File: config.mk
export PLATFORM = sky130hd
export DESIGN_NAME = aeps_ctrl
export DESIGN_NICKNAME = d
export VERILOG_FILES = /design/src/rtl/aeps_pkg.sv /design/src/rtl/aeps_ctrl.sv
export SDC_FILE = /design/constraint.sdc
export NUM_CORES = 1
export LEC_CHECK = 0
export ABC_AREA = 1
export BUFFER_PORTS_ARGS = -buffer_cell sky130_fd_sc_hd__buf_2
export CAP_MARGIN = 40
export CORE_AREA = 2 2 39 41
export CTS_BUF_LIST = sky130_fd_sc_hd__clkbuf_4 sky130_fd_sc_hd__clkbuf_8 sky130_fd_sc_hd__clkbuf_16
export DETAILED_ROUTE_END_ITERATION = 8
export DIE_AREA = 0 0 41 43
export PLACE_DENSITY = 0.53
export SLEW_MARGIN = 5
export SYNTH_ARGS = -nofsm -noshare
export SYNTH_HDL_FRONTEND = slang
export SYNTH_SLANG_ARGS = --single-unit
File: constraint.sdc
create_clock -name i_clk -period 2.5 [get_ports i_clk]
set_input_delay 0.25 -clock i_clk [delete_from_list [all_inputs] [get_ports i_clk]]
set_output_delay 0.25 -clock i_clk [all_outputs]
set_load 0.05 [all_outputs]
File: src/rtl/aeps_pkg.sv
`default_nettype none
// ----------------------------------------------------------------------------
// aeps_pkg
// Shared types and constants for the active/expired priority scheduler.
// ----------------------------------------------------------------------------
package aeps_pkg;

    localparam int NUM_PROCS      = 64;
    localparam int NUM_PRIORITIES = 16;
    localparam int PROC_W         = 6;
    localparam int PRIO_W         = 4;
    localparam int NUM_FIFOS      = 2 * NUM_PRIORITIES;
    localparam int FIFO_W         = 5;
    localparam int FCNT_W         = 7;
    localparam int CYC_W          = 32;
    localparam int DIV_W          = PRIO_W + 1;
    localparam int SLOT_AW        = FIFO_W + PROC_W;
    localparam int BITS_PER_STEP  = 4;
    localparam int DIV_STEPS      = CYC_W / BITS_PER_STEP;
    localparam int STEP_W         = 3;

    localparam logic [1:0] OP_INSERT   = 2'd0;
    localparam logic [1:0] OP_REINSERT = 2'd1;
    localparam logic [1:0] OP_PICK     = 2'd2;

    localparam logic [1:0] ST_OK    = 2'd0;
    localparam logic [1:0] ST_NONE  = 2'd1;
    localparam logic [1:0] ST_FULL  = 2'd2;

    typedef struct packed {
        logic [1:0]        opcode;
        logic [PROC_W-1:0] proc_id;
        logic [PRIO_W-1:0] priority_req;
    } t_in;

    typedef struct packed {
        logic [1:0]        status;
        logic [PROC_W-1:0] picked_proc;
        logic              went_active;
    } t_out;

    typedef struct packed {
        logic load;
        logic div_init;
        logic div_step;
        logic push;
        logic pop;
        logic emit;
    } t_cmd;

    typedef struct packed {
        logic [1:0] op;
    } t_sts;

endpackage
`default_nettype wire

File: src/rtl/aeps_ctrl.sv
`default_nettype none
// ----------------------------------------------------------------------------
// aeps_ctrl
// Sequencer for one item and the output valid register.
// ----------------------------------------------------------------------------
module aeps_ctrl (
    input  wire logic          i_clk,
    input  wire logic          i_rst_n,
    input  wire logic          i_in_valid,
    output logic               o_in_ready,
    output logic               o_out_valid,
    input  wire logic          i_out_ready,
    output aeps_pkg::t_cmd     o_cmd,
    input  aeps_pkg::t_sts     i_sts
);
    import aeps_pkg::*;

    localparam logic [2:0] S_IDLE  = 3'd0;
    localparam logic [2:0] S_RD    = 3'd1;
    localparam logic [2:0] S_DINIT = 3'd2;
    localparam logic [2:0] S_DIV   = 3'd3;
    localparam logic [2:0] S_PUSH  = 3'd4;
    localparam logic [2:0] S_POP   = 3'd5;
    localparam logic [2:0] S_EMIT  = 3'd6;

    logic [2:0]        r_state, n_state;
    logic [STEP_W-1:0] r_step, n_step;
    logic              r_out_valid, n_out_valid;
    logic              w_in_acc;

    assign o_in_ready  = (r_state == S_IDLE);
    assign o_out_valid = r_out_valid;
    assign w_in_acc    = i_in_valid && o_in_ready;

    always_comb begin
        n_state     = r_state;
        n_step      = r_step;
        n_out_valid = r_out_valid && !i_out_ready;
        o_cmd       = '0;
        unique case (r_state)
            S_IDLE: begin
                if (w_in_acc) begin
                    o_cmd.load = 1'b1;
                    n_state    = S_RD;
                end
            end
            S_RD: begin
                priority if (i_sts.op == OP_PICK) begin
                    n_state = S_POP;
                end else if (i_sts.op == OP_INSERT || i_sts.op == OP_REINSERT) begin
                    n_state = S_DINIT;
                end else begin
                    n_state = S_EMIT;
                end
            end
            S_DINIT: begin
                o_cmd.div_init = 1'b1;
                n_step         = '0;
                n_state        = (i_sts.op == OP_INSERT) ? S_PUSH : S_DIV;
            end
            S_DIV: begin
                o_cmd.div_step = 1'b1;
                n_step         = r_step + STEP_W'(1);
                if (r_step == STEP_W'(DIV_STEPS - 1)) begin
                    n_state = S_PUSH;
                end
            end
            S_PUSH: begin
                o_cmd.push = 1'b1;
                n_state    = S_EMIT;
            end
            S_POP: begin
                o_cmd.pop = 1'b1;
                n_state   = S_EMIT;
            end
            S_EMIT: begin
                if (!r_out_valid || i_out_ready) begin
                    o_cmd.emit  = 1'b1;
                    n_out_valid = 1'b1;
                    n_state     = S_IDLE;
                end
            end
            default: n_state = S_IDLE;
        endcase
    end

    always_ff @(posedge i_clk) begin
        if (!i_rst_n) begin
            r_state     <= S_IDLE;
            r_step      <= '0;
            r_out_valid <= 1'b0;
        end else begin
            r_state     <= n_state;
            r_step      <= n_step;
            r_out_valid <= n_out_valid;
        end
    end

    a_leave_idle: assert property (@(posedge i_clk) disable iff (!i_rst_n)
        w_in_acc |=> r_state == S_RD)
        else $error("item accepted but sequencer idle");
    a_emit_free: assert property (@(posedge i_clk) disable iff (!i_rst_n)
        o_cmd.emit |-> !r_out_valid || i_out_ready)
        else $error("result overwritten");
    a_step_div: assert property (@(posedge i_clk) disable iff (!i_rst_n)
        r_step != '0 |-> r_state == S_DIV || r_state == S_PUSH)
        else $error("step counter outside divide");

endmodule
`default_nettype wire

Yosys cells after proc, flatten, opt, wreduce, memory -nomap -nowiden
Cells that the tools add are included.
- word-level logic and storage cells: 45
- output and inout port bits: 8
- input port bits: 6
- bits in registers: 7
- reduce and logical (&&, ||, !) cells: 11
- equal/unequal tests: 12
- multiplexer cells: 18
- $add $sub $neg: 1
- operator list (cell ; count):
    3-bit two-way mux ; 6
    3-bit one-hot mux with 6 select lines ; 1
    3-bit equality test (second input constant) ; 4
    1-bit two-way mux ; 10
    3-bit by 2-bit equality test with 1-bit output (second input constant) ; 2
    3-bit one-hot mux with 2 select lines ; 1
    2-bit inequality test (second input constant) ; 2
    3-bit by 1-bit adder with 3-bit output (second input constant) ; 1
    3-bit by 1-bit equality test with 1-bit output (second input constant) ; 1
    3-bit logical NOT ; 1
    3-bit AND reduction ; 1
    2-bit by 1-bit equality test with 1-bit output (second input constant) ; 1
    2-bit equality test (second input constant) ; 1
    1-bit logical AND ; 2
    1-bit logical NOT ; 2
    2-bit logical NOT ; 1
    1-bit logical OR ; 2
    2-bit by 1-bit inequality test with 1-bit output (second input constant) ; 1
    2-bit nonzero test ; 1
    2-bit OR reduction ; 1

Longest topological paths before layout
Gate-level depths: netlist of run 1.
- word-level depth: 5
- depth in mapped cells: 8
- depth with buffers taken out: 8

Least setup slack after synthesis of run 1
OpenSTA, ideal clock, no wires.
- path type: register -> output
- from: register r_state[2]
- to: output port o_cmd[0] (netlist name)
- buffers on the path: 0
- data required time: 2.250 ns
- arrival time: 1.396 ns
- setup slack: 0.854 ns
- cell stages (with the launch flop): 3
- path through: dfxtp_1 > nand3_1 > a21oi_1
- RTL lines (item ; RTL line ; source):
    from (decl) ; aeps_ctrl.sv:26 ; logic [2:0] r_state, n_state;
    from (signal assigned) ; aeps_ctrl.sv:93 ; r_state <= n_state;
    to (decl) ; aeps_ctrl.sv:13 ; output aeps_pkg::t_cmd o_cmd,

==> results of run 1 <==
## per-layer routing
| metal | GRT usage | share of wire | vias to the layer above |
|---|---|---|---|
| met4 | 0.08000 | 0.0084 | 0 |
| met2 | 0.1938 | 0.45 | 11 |
| met5 | 0 | 0 | - |
| met1 | 0.1786 | 0.49 | 185 |
| met3 | 0.01571 | 0.054 | 2 |
| li1 | - | - | 250 |
## final timing paths
kind	from	end	slack, ns	depth (start not counted)
worst max register to register	r_step[0]$_SDFFE_PN0P_	r_state[2]$_SDFFE_PN0P_	1.29	8
worst max-delay path	r_state[1]$_SDFFE_PN0P_	o_cmd[4]	0.85	5
worst min register to register	r_step[0]$_SDFFE_PN0P_	r_step[0]$_SDFFE_PN0P_	0.47	1
worst min-delay path	i_rst_n	r_state[1]$_SDFFE_PN0P_	0.33	3
## sequential cells by signal (all words and copies together) (netlist names)
signal       cells
r_state          3
r_step           3
o_out_valid      1
## synth_stat cells
library cell	count	area [um^2]
nor2_4	1	11.26
inv_2	3	11.26
a21oi_1	5	25.02
nand3_1	8	40.04
inv_1	9	33.78
o21ai_1	1	5.000
a211oi_1	1	7.510
a21oi_2	1	8.760
ha_1	2	25.02
nand2_2	3	18.77
nand3_2	1	10.01
nor2_1	13	48.80
nand2_1	10	37.54
dfxtp_1	7	140.1
nor2_2	2	12.51
o211ai_1	1	7.510
## kinds of logic after synthesis
kind of cell,after synthesis,share of synthesized area
compound gates,9,0.1215
fa+ha+maj,2,0.05649
buf+inv,12,0.1017
flops,7,0.3164
simple gates,38,0.4040
## critical path, stage by stage (launching register included)
cell     delay, ns
dfxtp_1       0.41
inv_1         0.11
nor2_2        0.19
inv_1         0.11
nor2_1        0.09
buf_2         0.26
## final cells by class
| class | count | area [um^2] | area share |
|---|---|---|---|
| Tap cell | 16 | 20.02 | 0.03587 |
| Clock buffer | 4 | 30.03 | 0.05381 |
| Timing Repair Buffer | 13 | 65.06 | 0.1166 |
| Sequential cell | 7 | 140.1 | 0.2511 |
| Inverter | 12 | 45.04 | 0.08072 |
| Multi-Input combinational cell | 49 | 257.7 | 0.4619 |
## where the power goes
| group | leakage (nW) | switching (mW) | internal (mW) | total, mW |
|---|---|---|---|---|
| clock | 0.0184 | 0.0374 | 0.0715 | 0.109 |
| sequential | 0.0569 | 0.0373 | 0.136 | 0.173 |
| combinational | 0.214 | 0.287 | 0.102 | 0.389 |
| total | 0.289 | 0.362 | 0.309 | 0.671 |
==> flow_metrics.py, run 1 <==
metrics = {
    "cts": {
        "ctsResizeCount": 0,
        "cts_tree": "yes",
        "cts_hold_buf": 0,
        "clockRootBuffer": "clkbuf_4",
        "clock_path_buffers": 2,
        "clk_latency_ns": 0.24,
        "cts_made_buffers": 3,
        "cts_setup_buffers": 0,
        "h-tree-depth": 1,
        "clkSinkCount": 7,
        "clkTransAtPathRegs_ns": 0.05,
    },
    "power": {
        "p_total_mw": 0.6706,
        "ir_worst_vdd_mv": 0.4732,
        "power_density_nw_per_um2": 1202,
        "leakage_nw": 0.2891,
    },
    "worst_hold_path": {
        "hold_path.class": "in2reg",
    },
    "sta": {
        "setup_tns_ns": 0,
        "period_needed_ns": 1.652,
        "hold-worst-slack_ns": 0.3315,
        "max_freq_mhz": 605.2,
        "drv_slew": 0,
        "hold_violations": 0,
        "worst_slack_ns": 0.8475,
        "rsz0062_at_grt": "false",
        "worst_pin_slew_ns": 0.2512,
        "slew_headroom": 0.8323,
        "final-setup-viol-count": 0,
        "post-route-period-util": 0.6610,
        "fin_skew_ns": 0.0003881,
    },
    "floorplan": {
        "die_w_um": 41,
        "design.die.area_um2": 1763,
        "coreArea_um2": 1384,
        "die_h_um": 43,
        "start_util": 0.3201,
        "io_pins": 14,
        "num_rows": 14,
    },
    "critical_path": {
        "crit_arrival_ns": 1.40,
        "critPathKind": "reg2out",
        "path_max_fanout": 5,
        "cp-end-kind": "output port",
        "worstPathRequired_ns": 2.25,
        "start_kind": "flip-flop",
    },
    "outcome": {
        "status": "complete, no violations",
    },
    "finish": {
        "layout.cells.non_filler": 101,
        "drive_above_1_share": 0.3294,
        "stdcell_area_um2": 558.0,
        "diodes": 0,
        "final_util": 0.4033,
        "final_cell_mix": "nor2_1 (13), buf_2 (13), nand2_1 (10)",
        "nFillCells": 154,
        "syn2layout_area_growth_pct": 25.99,
        "nNetsFinal": 94,
    },
    "global_route": {
        "grt_use_total": 0.1329,
        "grt_start_max_net_pins": 8,
        "grt_pass1_vias": 401,
        "grt_pass1_wl_um": 1587,
        "antenna_found_initial": 0,
        "grt-ovfl-total": 0,
    },
    "detailed_routing": {
        "wl_per_cell_um": 9.406,
        "ant_nets": 0,
        "viasPerCell": 4.436,
        "vias": 448,
        "drt_iter0_markers": 0,
        "drtPass1Iterations": 1,
        "drc_errors": 0,
        "drt_wl_total_um": 950,
    },
    "place": {
        "dpl.hpwl_um": 751.5,
        "dp_slack_ns": 1.103,
        "place_area_um2": 528.0,
        "port-buffer-count": 13,
        "place_inst": 97,
        "gp_congestion": 0.6791,
    },
    "synthesis": {
        "synth_cell_type_count": 16,
        "syn_area_um2": 442.9,
        "seq_area_frac_synth": 0.3164,
        "avgSynthCellArea_um2": 6.514,
        "ys_ff_latch": 7,
        "syn_inst": 68,
        "synth_nets": 76,
        "synth-warning-count": 0,
    },
    "run": {
        "max_cap_viol_count": 0,
    },
}
No activity file was read; power rests on OpenSTA's default activity.
==> run 2, diff against run 1 <==
Clock period 2.5 ns to 1.6 ns, I/O delays scaled along.
==> flow_metrics.py, run 2 (synthesis gave the netlist of run 1 again) <==
metrics = {
    "outcome": {
        "status": "complete, no violations",
    },
    "critical_path": {
        "crit_chain": "inv_1 > nor2_4 > inv_1 > nor2_1 > clkbuf_4",
        "critical-path-max-stage-delay_ns": 0.41,
        "cp-end-kind": "output port",
        "worstPathRequired_ns": 1.44,
        "worst-r2r-cell-count": 8,
        "start_kind": "flip-flop",
        "crit_arrival_ns": 1.32,
        "cp_slowest_cell": "dfxtp_1",
        "critPathKind": "reg2out",
        "path_max_fanout": 5,
        "crit_path_frequent_cell": "inv_1",
    },
    "power": {
        "power_density_nw_per_um2": 1888,
        "ir_worst_vdd_mv": 0.7403,
        "leakage_nw": 0.2896,
        "p_total_mw": 1.070,
    },
    "floorplan": {
        "die_h_um": 43,
        "design.die.area_um2": 1763,
        "start_util": 0.3201,
        "num_rows": 14,
        "io_pins": 14,
        "coreArea_um2": 1384,
        "die_w_um": 41,
    },
    "finish": {
        "nFillCells": 159,
        "multi_input_area_um2": 262.8,
        "final_util": 0.4096,
        "nNetsFinal": 94,
        "syn2layout_area_growth_pct": 27.97,
        "final_cell_mix": "nor2_1 (13), buf_2 (12), nand2_1 (10)",
        "final_common_cell": "nor2_1",
        "drive_above_1_share": 0.3412,
        "seq_area_um2": 141.4,
        "diodes": 0,
    },
    "cts": {
        "h-tree-depth": 1,
        "clockRootBuffer": "clkbuf_4",
        "ctsResizeCount": 0,
        "cts_hold_buf": 0,
        "clk_latency_ns": 0.24,
        "cts_tree": "yes",
        "clkTransAtPathRegs_ns": 0.05,
        "cts_setup_buffers": 0,
        "clock_path_buffers": 2,
        "clkSinkCount": 7,
        "cts_made_buffers": 3,
    },
    "sta": {
        "setup_tns_ns": 0,
        "hold_violations": 0,
        "fin_skew_ns": 0.001317,
        "worst_pin_slew_ns": 0.2489,
        "slew_headroom": 0.8338,
        "rsz0062_at_grt": "false",
        "period_needed_ns": 1.484,
        "max_freq_mhz": 673.7,
        "drv_slew": 0,
        "final-setup-viol-count": 0,
        "post-route-period-util": 0.9277,
        "hold-worst-slack_ns": 0.2307,
    },
    "global_route": {
        "grt_pass1_vias": 362,
        "grt-ovfl-total": 0,
        "grt_start_max_net_pins": 8,
        "antenna_found_initial": 0,
        "grt_use_total": 0.1219,
        "grt_pass1_wl_um": 1462,
    },
    "detailed_routing": {
        "drt_iter0_markers": 9,
        "viasPerCell": 4.386,
        "drc_errors": 0,
        "vias": 443,
        "wl_met2_um": 415,
        "route.met3.wl_um": 60,
        "wl_per_cell_um": 9.228,
        "top_layer": "met3",
        "drtPass1Iterations": 2,
        "drt_wl_total_um": 932,
        "wl_met1_um": 456,
        "ant_nets": 0,
    },
    "place": {
        "gp_congestion": 0.6790,
        "port-buffer-count": 13,
    },
    "worst_hold_path": {
        "min_path_cells": 3,
        "hold_path.class": "in2reg",
    },
    "run": {
        "max_cap_viol_count": 0,
    },
}
## run 2: cell count changes in the layout (fill, tap and decap cells not counted)
cell      change
buf_2         -1
dfxtp_1       -1
nor2_4        +1
nor2_2        -1
dfxtp_2       +1
clkbuf_4      +1
## run 2: area by class of cell
cell class / count / share of cell area
well taps: 16 / 0.03532
repair buffers: 13 / 0.1192
flip-flops and latches: 7 / 0.2494
multi-input cells: 49 / 0.4636
clock buffers: 4 / 0.05298
inverters: 12 / 0.07947
## run 2: routing by layer
layer,track usage,up-vias
met5,0,-
met3,0.01571,0
met4,0.06000,0
li1,-,250
met1,0.1721,180
met2,0.1750,13
## run 2: worst max-delay path: cells and delay by family, from the launching register on
kind          cells  cell delay, ns
buf+inv           3            0.44
flops             1            0.41
simple gates      2            0.23
## run 2: worst paths after layout
kind / slack, ns / to / start
worst max-delay path: 0.12 / o_cmd[4] / r_state[1]$_SDFFE_PN0P_
worst min-delay path: 0.23 / r_state[2]$_SDFFE_PN0P_ / i_rst_n
worst max register to register: 0.37 / r_state[2]$_SDFFE_PN0P_ / r_step[0]$_SDFFE_PN0P_
worst min register to register: 0.47 / r_step[2]$_SDFFE_PN0P_ / r_step[2]$_SDFFE_PN0P_
## run 2: metrics by stage
stage	cell area [um^2]	cells	worst slack [ns]
after floorplan	442.9	68	0.04359
after global placement	528.0	97	0.2861
after detailed placement	528.0	97	0.2849
after CTS	558.0	101	0.01004
after global routing	566.8	101	0.005408
final	566.8	101	0.1157
## run 2: power by group
group	switching [mW]	internal [mW]
Sequential	0.0605	0.213
Combinational	0.458	0.167
Clock	0.0601	0.112
Total	0.578	0.492
==> run 3, diff against run 2 <==
Settings changed: CELL_PAD_IN_SITES_DETAIL_PLACEMENT from default to 1, CELL_PAD_IN_SITES_GLOBAL_PLACEMENT from default to 2, CORE_AREA 2 2 39 41 to default, CORE_MARGIN from default to 2, CORE_UTILIZATION from default to 24, DIE_AREA 0 0 41 43 to default, PLACE_DENSITY 0.53 to 0.7.
==> flow_metrics.py, run 3 (synthesis gave the netlist of run 1 again) <==
metrics = {
    "run": {
        "max_cap_viol_count": 0,
    },
    "sta": {
        "setup_tns_ns": 0,
        "period_needed_ns": 1.472,
        "max_freq_mhz": 679.3,
        "post-route-period-util": 0.9200,
        "worst_slack_ns": 0.1280,
        "worst_pin_slew_ns": 0.2609,
        "drv_slew": 0,
        "fin_skew_ns": 0.008109,
        "final-setup-viol-count": 0,
        "slew_headroom": 0.8258,
        "hold_violations": 0,
        "rsz0062_at_grt": "false",
    },
    "cts": {
        "clock_path_buffers": 2,
        "h-tree-depth": 1,
        "clk_latency_ns": 0.26,
        "clkTransAtPathRegs_ns": 0.06,
        "cts_made_buffers": 3,
        "clkSinkCount": 7,
        "cts_tree": "yes",
        "clockRootBuffer": "clkbuf_4",
    },
    "finish": {
        "stdcell_area_um2": 575.6,
        "final_common_cell": "nor2_1",
        "drive_above_1_share": 0.3412,
        "syn2layout_area_growth_pct": 29.94,
        "final_cell_mix": "nor2_1 (13), buf_2 (11), nand2_1 (10)",
        "diodes": 0,
        "nNetsFinal": 94,
    },
    "detailed_routing": {
        "drt_iter0_markers": 7,
        "viasPerCell": 4.300,
        "vias": 473,
        "drc_errors": 0,
        "drt_wl_total_um": 1100,
        "drtPass1Iterations": 2,
        "wl_per_cell_um": 10.00,
        "ant_nets": 0,
    },
    "outcome": {
        "status": "complete, no violations",
    },
    "floorplan": {
        "io_pins": 14,
        "num_rows": 15,
        "die_h_um": 46.96,
        "die_w_um": 46.96,
        "design.die.area_um2": 2205,
        "coreArea_um2": 1727,
        "start_util": 0.2565,
    },
    "critical_path": {
        "worst-path-buf-inv": 3,
        "worstPathRequired_ns": 1.44,
        "cp_slowest_cell": "dfxtp_2",
        "critPathKind": "reg2out",
        "crit_chain": "inv_1 > nor2_2 > inv_1 > nor2_1 > buf_4",
        "cp_top_family": "buffers and inverters",
        "cp-startpoint": "r_state[1]$_SDFFE_PN0P_",
        "critical-path-max-stage-delay_ns": 0.37,
        "crit_path_frequent_cell": "inv_1",
        "worst-r2r-cell-count": 8,
        "reg2reg_from": "r_step[0]$_SDFFE_PN0P_",
        "crit_arrival_ns": 1.31,
        "start_kind": "flip-flop",
        "crit_cells": 5,
        "path_max_fanout": 5,
        "crit_end": "o_cmd[4]",
        "r2r-end": "r_state[2]$_SDFFE_PN0P_",
        "r2r_slack_ns": 0.36,
        "cp-end-kind": "output port",
    },
    "worst_hold_path": {
        "hold_path.class": "in2reg",
        "min_path_cells": 4,
    },
    "power": {
        "p_total_mw": 1.073,
        "leakage_nw": 0.2894,
        "power_density_nw_per_um2": 1864,
        "ir_worst_vdd_mv": 1.118,
    },
    "global_route": {
        "antenna_found_initial": 0,
        "grt_pass1_vias": 448,
        "grt-ovfl-total": 0,
        "grt_pass1_wl_um": 1918,
        "grt_start_max_net_pins": 8,
        "grt_use_total": 0.1291,
    },
    "place": {
        "place_area_um2": 539.3,
        "dpl.hpwl_um": 885.1,
        "gp_congestion": 0.6819,
        "dp_slack_ns": 0.2851,
        "port-buffer-count": 13,
    },
}
run 3: stage by stage:
stage                 util  hold WS (ns)  std cells
floorplan                -        0.3550         68
global placement    0.3123        0.4608        106
detailed placement  0.3123        0.4651        106
CTS                 0.3312        0.2424        110
global route        0.3333        0.2783        110
finish              0.3333        0.2432        110
run 3: final cells by class:
cell class	instances	area (um^2)
Clock buffer	4	30.03
Timing Repair Buffer	13	70.07
Multi-Input combinational cell	49	257.7
Sequential cell	7	141.4
Tap cell	25	31.28
Inverter	12	45.04
Fill cell	240	1151
run 3: worst register-to-register path: stages, from the launching register on:
cell	delay [ns]
dfxtp_1	0.32
ha_1	0.21
ha_1	0.18
inv_1	0.06
nand2_2	0.08
nand2_2	0.08
inv_2	0.04
a21oi_2	0.11
nor2_1	0.04
run 3: where the power goes:
group          total, mW  internal (mW)  leakage, nW  switching [mW]
clock              0.184          0.113       0.0184          0.0716
combinational      0.614          0.165        0.214           0.448
sequential         0.275          0.214       0.0573          0.0608
total               1.07          0.492        0.289           0.581
run 3: layer usage:
metal  vias up  GRT usage  wire length (um)
met2        10     0.1890               463
met5         -          0                 0
li1        251          -                 -
met1       210     0.1663               591
met3         2    0.06923                35
met4         0    0.03333                11
run 3: how the worst min path moves through the flow:
stage | start | to
after global routing | i_out_ready | o_out_valid$_SDFF_PN0_
after detailed placement | r_step[0]$_SDFFE_PN0P_ | r_step[0]$_SDFFE_PN0P_
final | i_out_ready | o_out_valid$_SDFF_PN0_
after CTS | i_out_ready | o_out_valid$_SDFF_PN0_
after floorplan | i_rst_n | r_state[2]$_SDFFE_PN0P_
after global placement | r_step[1]$_SDFFE_PN0P_ | r_step[1]$_SDFFE_PN0P_
run 3: what timing repair did:
item,in CTS,in global routing
pin swaps,0,0
endpoints found under the hold margin,0,0
buffers inserted,0,0
hold buffers,0,0
endpoints found under the setup margin,1,2
resized for setup,1,3
